## src/design/hbsr_pkg.sv

```systemverilog
// shared constants of the h-bridge speed ramp generator
package hbsr_pkg;

  // number of equal ramp steps; must be a power of two so the step is a shift
  localparam int RampSteps = 16;
  localparam int RampShift = $clog2(RampSteps);
  localparam int StepsW    = $clog2(RampSteps + 1);

  localparam int ModeW   = 3;
  localparam int SpeedW  = 16;
  localparam int DutyW   = 15;
  localparam int TicksW  = 16;
  localparam int CurW    = 24;
  localparam int DiffW   = CurW + 1;
  localparam int InDataW = 24;
  localparam int OutDataW = 32;

  localparam logic [TicksW-1:0] StepWaitRst     = 16'd1000;
  localparam logic [TicksW-1:0] ReversalWaitRst = 16'd100;

  // register indexes of the configuration port
  localparam logic CfgStepWait     = 1'b0;
  localparam logic CfgReversalWait = 1'b1;

  // command codes
  localparam logic [ModeW-1:0] ModeTick     = 3'd0;
  localparam logic [ModeW-1:0] ModeSet      = 3'd1;
  localparam logic [ModeW-1:0] ModeRampSet  = 3'd2;
  localparam logic [ModeW-1:0] ModeStop     = 3'd3;
  localparam logic [ModeW-1:0] ModeRampStop = 3'd4;

endpackage

```

## src/design/hbridge_speed_ramp_top.sv

```systemverilog
// h-bridge speed ramp generator: command stream in, duty stream out
//
// Each input transaction is one clock tick of the ramp controller. tuser carries the
// command (tick, instant set, ramp set, instant stop, ramp stop) and tdata the signed
// Q1.15 target speed. Every input transaction yields exactly one output transaction with
// the two H-bridge duty values, a busy flag and a rejected flag.
// The state update is done in the cycle of acceptance and the result is registered, so
// the result appears in the cycle after acceptance, and one transaction per cycle is
// sustained while the receiver is ready. The output register is the only buffer:
// s_axis_tready follows m_axis_tready while a result is pending, so a stalled receiver
// holds the result and stops input until the result is taken.
// Ramps and reversal waits count input transactions, not clock cycles: step_wait_ticks
// and reversal_wait_ticks (configuration registers 0 and 1) give the number of ticks.
// Configuration writes take effect at the next edge; write only while idle.
// Reset (rst_ni low, asynchronous) clears the speed to zero, the controller to idle,
// the output register to empty and the wait registers to 1000 and 100 ticks.
module hbridge_speed_ramp_top (
  input  logic        clk_i,
  input  logic        rst_ni,
  input  logic        cfg_we_i,
  input  logic        cfg_idx_i,
  input  logic [15:0] cfg_data_i,
  input  logic        s_axis_tvalid,
  output logic        s_axis_tready,
  input  logic [23:0] s_axis_tdata,   // [15:0] speed, [23:16] zero
  input  logic [2:0]  s_axis_tuser,   // [2:0] mode
  output logic        m_axis_tvalid,
  input  logic        m_axis_tready,
  output logic [31:0] m_axis_tdata    // [14:0] duty_a, [29:15] duty_b, [30] busy_res,
                                      // [31] rejected
);

  typedef enum logic [1:0] {
    PhIdle    = 2'd0,
    PhRevWait = 2'd1,
    PhRamp    = 2'd2
  } phase_e;

  phase_e phase_q, phase_d;
  logic signed [hbsr_pkg::CurW-1:0]   cur_q, cur_d;
  logic signed [hbsr_pkg::CurW-1:0]   step_q, step_d;
  logic signed [hbsr_pkg::SpeedW-1:0] tgt_q, tgt_d;
  logic [hbsr_pkg::StepsW-1:0]        steps_q, steps_d;
  logic [hbsr_pkg::TicksW-1:0]        wait_q, wait_d;
  logic                               raw_q, raw_d;
  logic [hbsr_pkg::TicksW-1:0]        step_wait_q, rev_wait_q;
  logic                               out_valid_q;
  logic [hbsr_pkg::OutDataW-1:0]      out_data_q, out_data_d;

  logic                               s_acc;
  logic [hbsr_pkg::ModeW-1:0]         mode;
  logic signed [hbsr_pkg::SpeedW-1:0] spd;
  logic                               is_cmd;
  logic                               reverse;
  logic                               start_ramp;
  logic                               rej;
  logic signed [hbsr_pkg::DiffW-1:0]  diff;
  logic signed [hbsr_pkg::DiffW-1:0]  diff_adj;
  logic signed [hbsr_pkg::DiffW-1:0]  quot;
  logic [hbsr_pkg::CurW-1:0]          mag_full;
  logic [hbsr_pkg::DutyW-1:0]         mag;
  logic [hbsr_pkg::DutyW-1:0]         duty_a, duty_b;

  assign s_axis_tready = !out_valid_q || m_axis_tready;
  assign s_acc         = s_axis_tvalid && s_axis_tready;
  assign m_axis_tvalid = out_valid_q;
  assign m_axis_tdata  = out_data_q;

  assign mode = s_axis_tuser;
  // -32768 saturates to -32767
  assign spd  = (s_axis_tdata[15:0] == 16'h8000) ? 16'sh8001 : $signed(s_axis_tdata[15:0]);

  assign is_cmd = (mode == hbsr_pkg::ModeSet) || (mode == hbsr_pkg::ModeRampSet) ||
                  (mode == hbsr_pkg::ModeStop) || (mode == hbsr_pkg::ModeRampStop);

  // zero counts as backward, so setting zero from a positive speed reverses through the wait
  assign reverse = (spd > 0) ? cur_q[hbsr_pkg::CurW-1]
                             : ((cur_q != '0) && !cur_q[hbsr_pkg::CurW-1]);

  always_comb begin
    cur_d      = cur_q;
    step_d     = step_q;
    tgt_d      = tgt_q;
    steps_d    = steps_q;
    wait_d     = wait_q;
    phase_d    = phase_q;
    raw_d      = raw_q;
    rej        = 1'b0;
    start_ramp = 1'b0;
    diff       = '0;
    diff_adj   = '0;
    quot       = '0;

    if (!is_cmd || phase_q != PhIdle) begin
      rej = is_cmd;
      if (phase_q != PhIdle) begin
        if (wait_q != '0) begin
          wait_d = wait_q - 1'b1;
        end else if (phase_q == PhRevWait) begin
          if (raw_q) begin
            start_ramp = 1'b1;
          end else begin
            cur_d   = {tgt_q, 8'b0};
            phase_d = PhIdle;
          end
        end else begin
          steps_d = steps_q - 1'b1;
          if (steps_q == hbsr_pkg::StepsW'(1)) begin
            // last step lands on the target exactly
            cur_d   = {tgt_q, 8'b0};
            phase_d = PhIdle;
          end else begin
            cur_d  = cur_q + step_q;
            wait_d = step_wait_q;
          end
        end
      end
    end else begin
      case (mode)
        hbsr_pkg::ModeSet, hbsr_pkg::ModeRampSet: begin
          tgt_d = spd;
          if (reverse) begin
            cur_d   = '0;
            wait_d  = rev_wait_q;
            raw_d   = (mode == hbsr_pkg::ModeRampSet);
            phase_d = PhRevWait;
          end else if (mode == hbsr_pkg::ModeRampSet) begin
            start_ramp = 1'b1;
          end else begin
            cur_d = {spd, 8'b0};
          end
        end
        hbsr_pkg::ModeStop: begin
          cur_d = '0;
          tgt_d = '0;
        end
        hbsr_pkg::ModeRampStop: begin
          tgt_d      = '0;
          start_ramp = 1'b1;
        end
        default: begin
        end
      endcase
    end

    if (start_ramp) begin
      diff     = $signed({tgt_d[hbsr_pkg::SpeedW-1], tgt_d, 8'b0}) -
                 $signed({cur_q[hbsr_pkg::CurW-1], cur_q});
      // bias negative values so the shift truncates toward zero
      diff_adj = diff + (diff[hbsr_pkg::DiffW-1] ? hbsr_pkg::DiffW'(hbsr_pkg::RampSteps - 1)
                                                  : hbsr_pkg::DiffW'(0));
      quot     = diff_adj >>> hbsr_pkg::RampShift;
      step_d   = quot[hbsr_pkg::CurW-1:0];
      steps_d  = hbsr_pkg::StepsW'(hbsr_pkg::RampSteps);
      wait_d   = step_wait_q;
      phase_d  = PhRamp;
    end
  end

  assign mag_full = cur_d[hbsr_pkg::CurW-1] ? (-cur_d) : cur_d;
  assign mag      = mag_full[22:8];
  assign duty_a   = cur_d[hbsr_pkg::CurW-1] ? mag : '0;
  assign duty_b   = (!cur_d[hbsr_pkg::CurW-1] && cur_d != '0) ? mag : '0;
  assign out_data_d = {rej, (phase_d != PhIdle), duty_b, duty_a};

  always_ff @(posedge clk_i or negedge rst_ni) begin
    if (!rst_ni) begin
      phase_q     <= PhIdle;
      cur_q       <= '0;
      step_q      <= '0;
      tgt_q       <= '0;
      steps_q     <= '0;
      wait_q      <= '0;
      raw_q       <= 1'b0;
      step_wait_q <= hbsr_pkg::StepWaitRst;
      rev_wait_q  <= hbsr_pkg::ReversalWaitRst;
      out_valid_q <= 1'b0;
    end else begin
      if (cfg_we_i) begin
        if (cfg_idx_i == hbsr_pkg::CfgStepWait) begin
          step_wait_q <= cfg_data_i;
        end else begin
          rev_wait_q <= cfg_data_i;
        end
      end
      if (s_acc) begin
        phase_q     <= phase_d;
        cur_q       <= cur_d;
        step_q      <= step_d;
        tgt_q       <= tgt_d;
        steps_q     <= steps_d;
        wait_q      <= wait_d;
        raw_q       <= raw_d;
        out_valid_q <= 1'b1;
      end else if (m_axis_tready) begin
        out_valid_q <= 1'b0;
      end
    end
  end

  always_ff @(posedge clk_i) begin
    if (s_acc) begin
      out_data_q <= out_data_d;
    end
  end

  // only one bridge side may be driven at a time
  assert property (@(posedge clk_i) disable iff (!rst_ni)
    m_axis_tvalid |-> (m_axis_tdata[14:0] == '0 || m_axis_tdata[29:15] == '0))
    else $error("both duty channels nonzero");

  // a ramp always has between one and RampSteps steps to go
  assert property (@(posedge clk_i) disable iff (!rst_ni)
    phase_q == PhRamp |->
      (steps_q != '0 && steps_q <= hbsr_pkg::StepsW'(hbsr_pkg::RampSteps)))
    else $error("ramp step count out of range");

  // the busy flag of a result matches the controller phase after the update
  assert property (@(posedge clk_i) disable iff (!rst_ni)
    s_acc |=> (m_axis_tdata[30] == (phase_q != PhIdle)))
    else $error("busy flag disagrees with phase");

  // a command is never rejected while the controller is idle
  assert property (@(posedge clk_i) disable iff (!rst_ni)
    (s_acc && phase_q == PhIdle) |=> !m_axis_tdata[31])
    else $error("command rejected while idle");

endmodule
```

## config.mk

```make
export PLATFORM = sky130hd
export DESIGN_NAME = hbridge_speed_ramp_top
export DESIGN_NICKNAME = d
export VERILOG_FILES = /design/src/design/hbsr_pkg.sv /design/src/design/hbridge_speed_ramp_top.sv
export SDC_FILE = /design/constraint.sdc
export NUM_CORES = 1
export LEC_CHECK = 0
export ABC_AREA = 1
export BUFFER_PORTS_ARGS = -buffer_cell sky130_fd_sc_hd__buf_2
export CAP_MARGIN = 20
export CORE_ASPECT_RATIO = 1.5
export CORE_MARGIN = 1.5
export CORE_UTILIZATION = 40
export CTS_BUF_LIST = sky130_fd_sc_hd__clkbuf_4
export CTS_CLUSTER_DIAMETER = 50
export DETAILED_ROUTE_END_ITERATION = 16
export SYNTH_ARGS = -nofsm -noshare
export SYNTH_HDL_FRONTEND = slang
export SYNTH_SLANG_ARGS = --single-unit
```

## constraint.sdc

```tcl
create_clock -name clk_i -period 3.9 [get_ports clk_i]
set_input_delay 0.39 -clock clk_i [delete_from_list [all_inputs] [get_ports clk_i]]
set_output_delay 0.39 -clock clk_i [all_outputs]
set_load 0.02 [all_outputs]
```

==> metrics.md, run 1 <==
| Metric | Value |
|---|---|
| Fin worst setup slack | `approximately 0.28 ns` |
| Vias | `roughly 12,000` |
| Core Util, Final | `0.466` |
| Number of global-route vias before repair | `11,666` |
| Post-route DRC | `0` |
| Fmax | `~280 MHz` |
| Syn nets | `1,894` |
| Worst Hold Slack | `about 0.22 ns` |
| EDFF count, synth | `32` |
| Critical path endpoint category | `register` |
| Remaining antenna violation count | `0` |
| Final non-filler cell total | `2,346` |
| Synth Warn # | `0` |
| VDD IR-drop max | `roughly 370 µV` |
| Synthesized instance count | `about 1,800` |
| Clk_skew | `roughly 0.039 ns` |
| Slew @ Worst Pin | `between 0.9 and 1 ns` |
| Final Cell Area | `between 10,000 and 15,000 µm²` |
| Final Hold Viols | `0` |
| Worst Path Max Fanout | `13` |
| Crit path DAT | `around 4.2 ns` |
| Rel. slew slack | `0.364` |
| Leak | `6.96 nW` |
| Status | `complete, no violations` |
| Power per Cell Area | `around 930 nW/µm²` |
| Yosys reg bits | `150` |
| Port Buf Inserts | `74` |
| Setup TNS | `0 ns` |
| Final min period | `3.62 ns` |
| CTS sink cnt | `150` |
| CORE AREA | `29,600 µm²` |
| Max Cap Viol | `0` |
| Setup CP Type | `register to register` |
| Largest net degree at the start of global routing | `92` |
| Layout cells sized above 1 | `0.159` |
| DPL Wire Length | `approximately 33 mm` |
| Placed insts | `approximately 2,300` |
| Clock buffer depth | `2` |
| Htree depth | `4` |
| Distinct cells, synth | `slightly above 60` |
| Final setup fails | `0` |
| Per-cell routed wire length | `17.7 µm` |
| TritonCTS Buffers | `17` |
| Fin crit share | `0.929` |
| Num ports | `slightly above 80` |
| Final RePlAce weighted congestion | `approximately 0.95` |
| First-pass GRT wire length | `roughly 64 mm` |
| Initial antenna violation count | `1` |
| Startpoint Class | `register` |
| Mapped Area | `12,100 µm²` |
| Area Growth Syn to Fin | `13.9%` |
| Routed WL | `a little over 40 mm` |
| Clock root cell | `clkbuf_4` |
| Aggregate global routing overflow | `0` |
| Initial Utilization | `0.409` |
| Syn avg cell area | `6.71 µm²` |
| First drt pass iteration count | `5` |
| WP data required | `4.43 ns` |
| Fin nets | `approximately 2,000` |
| Vias per cell | `between 5 and 6` |
| Total power | `12.8 mW` |
| Skew-Pair Late Insertion Delay | `0.65 ns` |
| Post-synth ARST share | `0.787` |
| Dpl cell area | `around 13,000 µm²` |
| DR iter-0 viols | `between 800 and 900` |
| CTS tree | `yes` |
| Hold crit path type | `input port to register` |
| Pre-CTS WS | `just over 0.1 ns` |
| Die H | `approximately 220 µm` |
| Main synth FF type | `dfrtp_1` |
| Slew Viols, Final | `0` |
| Register area share after synthesis | `0.325` |
| # rows | `between 70 and 80` |
| Unrepaired setup endpoints after global routing | `no` |
| Die X-Extent | `around 140 µm` |
| Die ar. | `~31,000 µm²` |
| Gr usage total | `0.266` |
| Clk pin slew, worst setup/hold paths | `~0.15 ns` |
==> sequential cells by signal, indices dropped and copies added (netlist names), 2 cells and up <==
| signal | count |
|---|---|
| m_axis_tdata | 32 |
| rev_wait_q | 16 |
| wait_q | 16 |
| tgt_q | 16 |
| steps_q | 5 |
| step_wait_q | 16 |
| phase_q | 2 |
| cur_q | 24 |
| step_q | 21 |
==> cells by family (layout without fill, tap and decap cells) <==
group | after synthesis | in the layout | synth area share
AOI/OAI and AO/OA | 346 | 346 | 0.166
adders and majority gates | 44 | 44 | 0.0461
xor gates and xnor gates | 30 | 30 | 0.0236
buffers and inverters | 305 | 454 | 0.102
other | 0 | 1 | 0
and+or+nand+nor | 926 | 926 | 0.338
DFF | 150 | 150 | 0.325
==> cells in the mapped netlist, drive strengths merged (3+ instances only) <==
library cell,n,share of area
a21o,4,0.0025
a21oi,108,0.048
a22o,4,0.0029
a31oi,4,0.0021
buf,27,0.015
clkbuf,25,0.0078
dfrtp,109,0.23
dfstp,9,0.020
edfxtp,32,0.079
ha,43,0.044
inv,252,0.079
nand2,553,0.18
nand3,111,0.050
nand3b,10,0.0062
nand4,28,0.016
nor2,190,0.072
nor3,24,0.012
o211ai,26,0.016
o21a,5,0.0031
o21ai,147,0.061
o21bai,6,0.0037
o22ai,28,0.014
o311ai,4,0.0035
o31ai,4,0.0025
or2,3,0.0016
xnor2,14,0.011
xor2,16,0.013
==> cell usage in the layout, fill, tap and decap left out, drive strengths merged, types with 2 or more instances in the layout <==
cell / instances
xor2: 16
buf: 151
a221oi: 2
dfrtp: 109
xnor2: 14
a22o: 4
nor3b: 2
o21bai: 6
o21a: 5
bufinv: 3
o21ai: 147
nor3: 24
a21oi: 108
or2: 3
ha: 43
clkbuf: 17
o311ai: 4
nand2: 553
and3: 2
inv: 261
edfxtp: 32
a31oi: 4
nand3: 111
nor2: 190
o22ai: 28
nand3b: 10
o211ai: 26
dfstp: 9
dlygate4sd3: 18
a21o: 4
nor4: 2
o31ai: 4
clkinv: 3
nand4: 28
==> worst max-delay path, stage by stage (launching register included) <==
cell      delay (ns)
dfrtp_1         0.44
nor2_4          0.12
inv_2           0.05
nor2_4          0.11
inv_2           0.04
nor2_1          0.10
inv_2           0.15
o22ai_1         0.31
ha_1            0.37
a21oi_1         0.33
o21ai_0         0.19
a21oi_1         0.22
o311ai_2        0.17
xor2_2          0.28
nand2_1         0.10
nor3_2          0.25
nand4_1         0.12
nand3b_1        0.10
nand2_1         0.05
==> layer usage <==
| layer | track usage | vias to the layer above | share of wire |
|---|---|---|---|
| met5 | 0 | - | 0 |
| met2 | 0.476 | 339 | 0.50 |
| met1 | 0.288 | 5635 | 0.38 |
| met4 | 0.195 | 0 | 0.076 |
| met3 | 0.0323 | 128 | 0.039 |
| li1 | - | 6166 | - |
==> cell type report <==
cell class | instances | area (µm²)
timing repair buffer | 169 | 1130
sequential | 150 | 3930
tap | 395 | 494
clock inverter | 15 | 206
antenna | 1 | 2.50
fill | 3147 | 15800
multi-input combinational | 1346 | 6940
clock buffer | 17 | 128
inverter | 253 | 955
==> report_power, final <==
group	switching, mW	leakage, nW	internal (mW)
Combinational	5.70	4.99	3.16
Clock	0.686	0.175	0.472
Sequential	0.601	1.80	2.19
Total	6.98	6.96	5.82
==> worst paths after layout <==
| check | start | endpoint | slack (ns) | cells past startpoint |
|---|---|---|---|---|
| max | phase_q[1] | step_q[20] | 0.28 | 18 |
| min | s_axis_tvalid | m_axis_tvalid | 0.22 | 4 |
| min in group asynchronous | rst_ni | rev_wait_q[8] | 0.37 | 2 |
| max reg2reg | phase_q[1] | step_q[20] | 0.28 | 18 |
| min reg2reg | rev_wait_q[2] | rev_wait_q[2] | 0.50 | 2 |
| max in group asynchronous | rst_ni | cur_q[7] | 2.56 | 3 |
==> timing repair <==
item / CTS / global route
gates resized for setup: 0 / 1
setup buffers: 0 / 0
hold buffers: 18 / 0
hold endpoints to repair: 84 / 0
endpoints found under the setup margin: 0 / 1
Note: power is estimated with default switching activity, not from simulation.
==> run 2: changes to the inputs <==
CORE_UTILIZATION = 55   (was 40)
PLACE_DENSITY = 0.76   (was not set)
RECOVER_POWER = 25   (was not set)
==> run 2 against run 1 <==
  * The flow now finishes with violations (capacitance limit, slew limit)
  * Core utilization increased by 16 points
  * Critical path depth rose by 3
  * Setup slack got worse by 0.036 ns
  * Sequential share of layout area increased by 0.46 points
  * Register-to-register slack worse by 0.04 ns
  * Highest routed layer unchanged
==> metrics.md, run 2 (synthesis gave the netlist of run 1 again) <==
| Metric | Value |
|---|---|
| Status | `finished, violations left` |
| Failing checks | `capacitance limit, slew limit` |
| Final setup fails | `0 (unchanged)` |
| Layout cells sized above 1 | `0.169 (+0.00906)` |
| Cells along the critical path | `nor2_4, inv_2, nor2_4, inv_2, nor2_1, inv_2, buf_4, o22ai_1, ha_2, a21oi_2, o21ai_0, a21oi_2, o311ai_4, xor2_2, nand2_1, nor3_4, nand2_1, nand2_1, nand2_1, nand2_1, nand2_1` |
| Die X-Extent | `124 µm (-14%)` |
| Slew @ Worst Pin | `1.72 ns (+0.771 ns)` |
| First-pass GRT wire length | `63.5 mm (-0.48%)` |
| Number of global-route vias before repair | `12,107 (+3.8%)` |
| Register share of total power | `0.216 (-0.002)` |
| Aggregate global routing overflow | `0 (unchanged)` |
| DR iter-0 viols | `1,126 (+36%)` |
| # rows | `66 (-14%)` |
| WP data required | `4.39 ns (-0.04 ns)` |
| Final min period | `3.66 ns (+0.0360 ns)` |
| Rel. slew slack | `-0.150 (-0.514)` |
| Fmax | `273 MHz (-0.98%)` |
| Post-route DRC | `0 (unchanged)` |
| Internal power | `5.68 mW (-2.3%)` |
| Clock root cell | `clkbuf_4` |
| Sw Pwr | `7.16 mW (+2.5%)` |
| Die H | `185 µm (-15%)` |
| Htree depth | `4 (unchanged)` |
| Pre-CTS WS | `0.0642 ns (-0.0397 ns)` |
| Setup Fix Bufs, Post-CTS | `0 (unchanged)` |
| Logic pwr share | `0.712 (+0.021)` |
| Skew-Pair Late Insertion Delay | `0.61 ns (-0.04 ns)` |
| Fin crit share | `0.938 (+0.00923)` |
| Power per Cell Area | `947 nW/µm² (+2.0%)` |
| Startpoint Class | `register` |
| Crit-path max cell delay | `0.48 ns (+0.04 ns)` |
| Unrepaired setup endpoints after global routing | `yes` |
| Setup CP Type | `register to register` |
| DPL Wire Length | `32.5 mm (about the same)` |
| CP most frequent cell | `nand2_1` |
| CTS sink cnt | `150 (unchanged)` |
| Clock power share | `0.072 (-0.018)` |
| Most frequent cells in the layout | `nand2_1 (531), inv_1 (220), nor2_1 (155)` |
| Vias | `12,642 (+3.0%)` |
| Clk pin slew, worst setup/hold paths | `0.14 ns (about the same)` |
| Hold crit path type | `input port to register` |
| Max Cap Viol | `2 (+2)` |
| Routed WL | `41.1 mm (-0.65%)` |
| Largest net degree at the start of global routing | `92 (unchanged)` |
| TritonCTS Buffers | `17 (unchanged)` |
| Die ar. | `22,900 µm² (-27%)` |
| Switching part of the total | `0.557 (+0.0121)` |
| Area Growth Syn to Fin | `12.1%` |
| CORE AREA | `21,600 µm² (-27%)` |
| Clock buffer depth | `2 (unchanged)` |
| Per-cell routed wire length | `18.5 µm (+5.0%)` |
| Initial antenna violation count | `1 (unchanged)` |
| Initial Utilization | `0.559 (+0.150)` |
| Gr usage total | `0.371 (+0.105)` |
| Critical path endpoint category | `register` |
| Crit path DAT | `4.15 ns (about the same)` |
| Fin nets | `2,026 (-0.20%)` |
| Port Buf Inserts | `74 (unchanged)` |
| Largest register FFs | `32 (unchanged)` |
| Slew Viols, Final | `97 (+97)` |
| Vias per cell | `5.70 (+8.9%)` |
| Fin worst setup slack | `0.242 ns (-0.0360 ns)` |
| Leak | `6.94 nW (-0.30%)` |
| First drt pass iteration count | `6 (+1)` |
| Final RePlAce weighted congestion | `1.05 (+9.7%)` |
| Num ports | `83 (unchanged)` |
| Remaining antenna violation count | `0 (unchanged)` |
| Total power | `12.8 mW (+0.32%)` |
| Largest delay contributor family on the critical path | `simple AND/OR/NAND/NOR gates` |
| Buf+Inv Stages, Crit Path | `4 (+1)` |
| Clk_skew | `0.0302 ns (-0.00901 ns)` |
| VDD IR-drop max | `506 µV (+35%)` |
| Commonest non-fill, non-tap cell in the layout | `nand2_1` |
| CP max-delay cell | `dfrtp_1` |
| Fill count | `2,073 (-34%)` |
| Worst Path Max Fanout | `13 (unchanged)` |
| CTS tree | `yes` |
| Final Hold Viols | `0 (unchanged)` |
run 2: changes by cell type in the layout (fill, tap and decap cells not counted), moves of 3 or more:
cell / delta
bufinv_16: -3
a21oi_1: -3
dlygate4sd3_1: -10
o22ai_1: -4
a21oi_2: +3
o22ai_2: +4
run 2: metrics by stage:
step	utilization	hold slack [ns]	area, µm²	cells	TNS (ns)
finish	0.627	0.0308	13600	2219	0
CTS	0.623	0.00421	13500	2217	0
detailed placement	0.607	0.473	13100	2177	0
global route	0.627	0.0203	13600	2219	-0.117
global placement	0.607	0.464	13100	2177	0
floorplan	-	0.0944	12100	1801	0
run 2: routing by layer:
layer / vias to the layer above / track usage / wire length, µm
met4: 0 / 0.268 / 3480
li1: 6143 / - / -
met3: 189 / 0.0523 / 2610
met1: 5771 / 0.405 / 14500
met5: - / 0 / 0
met2: 539 / 0.643 / 20500
run 2: power by group through the flow:
| stage | clock, mW | sequential [mW] | combinational (mW) |
|---|---|---|---|
| 2_1_floorplan | 0 | 2.69 | 5.82 |
| 3_3_place_gp | 0 | 2.77 | 8.69 |
| 3_5_place_dp | 0 | 2.78 | 8.80 |
| 4_1_cts | 0.947 | 2.75 | 8.86 |
| 5_1_grt | 0.998 | 2.81 | 10.1 |
| 6_report | 0.929 | 2.77 | 9.14 |
run 2: layout make-up:
cell class                 instances  area, µm²  area share
antenna                            1       2.50    0.000185
clock buffer                      17        128     0.00941
clock inverter                    15        121     0.00895
inverter                         253        955      0.0704
multi-input combinational       1346       7010       0.517
sequential                       150       3930       0.289
tap                              272        340      0.0251
timing repair buffer             165       1070      0.0792
run 2: path summary, 6_finish.rpt:
check | startpoint | end | slack [ns] | cells past startpoint
worst max-delay path | phase_q[1] | step_q[18] | 0.24 | 21
worst min-delay path | cfg_data_i[11] | rev_wait_q[11] | 0.03 | 3
min in group asynchronous | rst_ni | step_wait_q[13] | 0.26 | 2
max in group asynchronous | rst_ni | cur_q[20] | 1.53 | 4
worst min register to register | step_wait_q[3] | step_wait_q[3] | 0.50 | 2
worst max register to register | phase_q[1] | step_q[18] | 0.24 | 21
run 2: worst reg2reg max path, cell delays in order (launching register included):
cell and delay (ns):
dfrtp_1 0.48, nor2_4 0.15, inv_2 0.06, nor2_4 0.12, inv_2 0.04, nor2_1 0.10
inv_2 0.14, buf_4 0.18, o22ai_1 0.23, ha_2 0.40, a21oi_2 0.20, o21ai_0 0.15
a21oi_2 0.24, o311ai_4 0.15, xor2_2 0.25, nand2_1 0.14, nor3_4 0.23, nand2_1 0.07
nand2_1 0.06, nand2_1 0.05, nand2_1 0.05, nand2_1 0.05
run 2: repair_timing:
action	CTS	global route
endpoints found under the setup margin	0	11
hold buffers	8	0
gates resized for setup	0	18
hold endpoints to repair	74	0
==> run 3: changes to the inputs <==
--- a/config.mk
+++ b/config.mk
@@ -15,4 +15,5 @@
 export CTS_CLUSTER_DIAMETER = 50
 export DETAILED_ROUTE_END_ITERATION = 16
+export MAX_ROUTING_LAYER = met4
 export PLACE_DENSITY = 0.76
 export RECOVER_POWER = 25
==> constraint.sdc (replaced) <==
create_clock -name clk_i -period 3.9 [get_ports clk_i]
set_input_delay 0.195 -clock clk_i [delete_from_list [all_inputs] [get_ports clk_i]]
set_output_delay 0.195 -clock clk_i [all_outputs]
set_load 0.02 [all_outputs]
==> run 3 against run 2 <==
  * Largest power group unchanged
  * Die area stayed put
  * Highest routed layer unchanged
  * Critical path depth is 1 higher
  * Register-to-register slack better by 0.03 ns
  * Non-clock buffer count down 22
  * Wire length increased by 0.80%
  * Global-route usage is 1.7 points higher
  * The flow still finishes with violations (capacitance limit, slew limit)
==> metrics.md, run 3 (synthesis gave the netlist of run 1 again) <==
| Metric | Value |
|---|---|
| Setup CP Type | `register to register` |
| Startpoint Class | `register` |
| Routed WL | `41.5 mm (+0.80%)` |
| Final Cell Area | `13,400 µm² (-1.1%)` |
| DPL Wire Length | `32.5 mm (about the same)` |
| First-pass GRT wire length | `64.4 mm (+1.5%)` |
| Fmax | `276 MHz (+0.79%)` |
| Fin nets | `2,004 (-1.1%)` |
| CP max-delay cell | `dfrtp_1` |
| Htree depth | `4 (unchanged)` |
| Largest delay contributor family on the critical path | `simple AND/OR/NAND/NOR gates` |
| Initial antenna violation count | `1 (unchanged)` |
| Dpl cell area | `12,900 µm² (-1.6%)` |
| Vias per cell | `5.73 (+0.52%)` |
| Final RePlAce weighted congestion | `1.03 (-1.7%)` |
| Worst Path Max Fanout | `17 (+4)` |
| Final setup fails | `0 (unchanged)` |
| Initial Utilization | `0.559 (unchanged)` |
| Largest net degree at the start of global routing | `92 (unchanged)` |
| VDD IR-drop max | `590 µV (+17%)` |
| Aggregate global routing overflow | `0 (unchanged)` |
| Slew Viols, Final | `61 (-37%)` |
| Setup TNS | `0 ns (unchanged)` |
| Fin crit share | `0.931 (-0.00740)` |
| Slew @ Worst Pin | `1.58 ns (-0.146 ns)` |
| Status | `finished, violations left` |
| Power per Cell Area | `931 nW/µm² (-1.7%)` |
| Layout cells sized above 1 | `0.149 (-0.0194)` |
| DRT met1 WL | `14.9 mm (+2.3%)` |
| Register-to-register path setup slack | `0.27 ns (+0.03 ns)` |
| Met2 wire length | `20.7 mm (+0.87%)` |
| Fin worst setup slack | `0.271 ns (+0.0288 ns)` |
| Largest register FFs | `32 (unchanged)` |
| Die X-Extent | `124 µm (unchanged)` |
| Final min period | `3.63 ns (-0.0288 ns)` |
| Setup Fix Bufs, Post-CTS | `0 (unchanged)` |
| Placed insts | `2,146 (-1.4%)` |
| Final Hold Viols | `0 (unchanged)` |
| Max Cap Viol | `1 (-1)` |
| Rel. slew slack | `-0.0526 (+0.0974)` |
| Skew-Pair Late Insertion Delay | `0.63 ns (+0.02 ns)` |
| CTS sink cnt | `150 (unchanged)` |
| TritonCTS Buffers | `17 (unchanged)` |
| Die ar. | `22,900 µm² (unchanged)` |
| Clk pin slew, worst setup/hold paths | `0.14 ns (about the same)` |
| Cells along the critical path | `nor2_4, inv_2, nor2_4, inv_2, nor2_1, inv_2, o22ai_1, ha_1, a21oi_1, o21ai_0, a21oi_1, o311ai_2, nand3_1, nand3_1, nand2_1, nand2_1, nor3_2, nand2_1, nand2_1, nand2_1, nand2_1, nand2_1` |
| CP most frequent cell | `nand2_1` |
| Crit-path max cell delay | `0.43 ns (-0.05 ns)` |
| Final non-filler cell total | `2,198 (-0.95%)` |
| First drt pass iteration count | `5 (-1)` |
| Buf+Inv Stages, Crit Path | `3 (-1)` |
| Remaining antenna violation count | `0 (unchanged)` |
| DR iter-0 viols | `872 (-23%)` |
| Pre-CTS WS | `0.252 ns (+0.188 ns)` |
| Number of global-route vias before repair | `12,002 (-0.87%)` |
| Post-route DRC | `0 (unchanged)` |
| Critical path endpoint category | `register` |
| Commonest non-fill, non-tap cell in the layout | `nand2_1` |
| Failing checks | `capacitance limit, slew limit` |
| Fill count | `2,108 (+1.7%)` |
| # rows | `66 (unchanged)` |
| Per-cell routed wire length | `18.9 µm (+1.8%)` |
| Num ports | `83 (unchanged)` |
| Unrepaired setup endpoints after global routing | `no` |
| Clk_skew | `0.0281 ns (-0.00215 ns)` |
| Hold crit path type | `input port to register` |
| Port Buf Inserts | `74 (unchanged)` |
| Most frequent cells in the layout | `nand2_1 (532), inv_1 (220), nor2_1 (156)` |
| CTS tree | `yes` |
| Total power | `12.5 mW (-2.8%)` |
| Area Growth Syn to Fin | `10.9%` |
| Clock buffer depth | `2 (unchanged)` |
| Vias | `12,588 (-0.43%)` |
| Crit path DAT | `4.14 ns (about the same)` |
| Gr usage total | `0.388 (+0.0169)` |
| WP data required | `4.41 ns (+0.02 ns)` |
| Die H | `185 µm (unchanged)` |
| Leak | `6.82 nW (-1.8%)` |
| CORE AREA | `21,600 µm² (unchanged)` |
| Routed wl met3 | `2.43 mm (-6.8%)` |
| Max layer used | `met4` |
| Clock root cell | `clkbuf_4` |
## run 3: path summary, 6_finish.rpt
path                            cells after the start              to           from
worst max-delay path                               22      step_q[18]     phase_q[1]
worst min-delay path                                4   m_axis_tvalid  s_axis_tvalid
worst max register to register                     22      step_q[18]     phase_q[1]
worst min register to register                      2   rev_wait_q[6]  rev_wait_q[6]
max in group asynchronous                           3  step_wait_q[9]         rst_ni
min in group asynchronous                           2      steps_q[1]         rst_ni
## run 3: worst register-to-register path, delay by kind of cell, from the launching register on
kind,cells,cell delay (ns)
compound gates,5,1.18
simple gates,13,1.34
buf+inv,3,0.28
fa+ha+maj,1,0.29
flops,1,0.43
## run 3: area by class of cell
class | instances | area [µm²] | share of cell area
Tap cell | 272 | 340 | 0.0254
Timing Repair Buffer | 143 | 958 | 0.0715
Sequential cell | 150 | 3930 | 0.293
Multi-Input combinational cell | 1346 | 6950 | 0.518
Inverter | 253 | 955 | 0.0712
Antenna cell | 2 | 5.00 | 0.000373
Clock inverter | 14 | 138 | 0.0103
Clock buffer | 18 | 135 | 0.0101
## run 3: power by group
group	leakage, nW	internal (mW)	total [mW]	switching, mW
Combinational	4.87	2.82	8.73	5.90
Clock	0.145	0.341	1.01	0.670
Sequential	1.80	2.19	2.74	0.550
## run 3: routing by layer
metal  vias up  global-route usage
li1       6100                   -
met1      5817               0.409
met2       482               0.645
met3       189              0.0628
met4         0               0.282
met5         -                   -
## run 3: what timing repair did
item,in CTS,in global routing
endpoints found under the hold margin,91,0
endpoints found under the setup margin,0,4
hold buffers,18,0
resized for setup,0,3
## run 3: through the flow
| stage | utilization | hold WS [ns] |
|---|---|---|
| 2_1_floorplan | - | -0.101 |
| 3_3_place_gp | 0.598 | 0.323 |
| 3_5_place_dp | 0.598 | 0.331 |
| 4_1_cts | 0.619 | 0.0225 |
| 5_1_grt | 0.619 | 0.0504 |
| 6_report | 0.620 | 0.0320 |
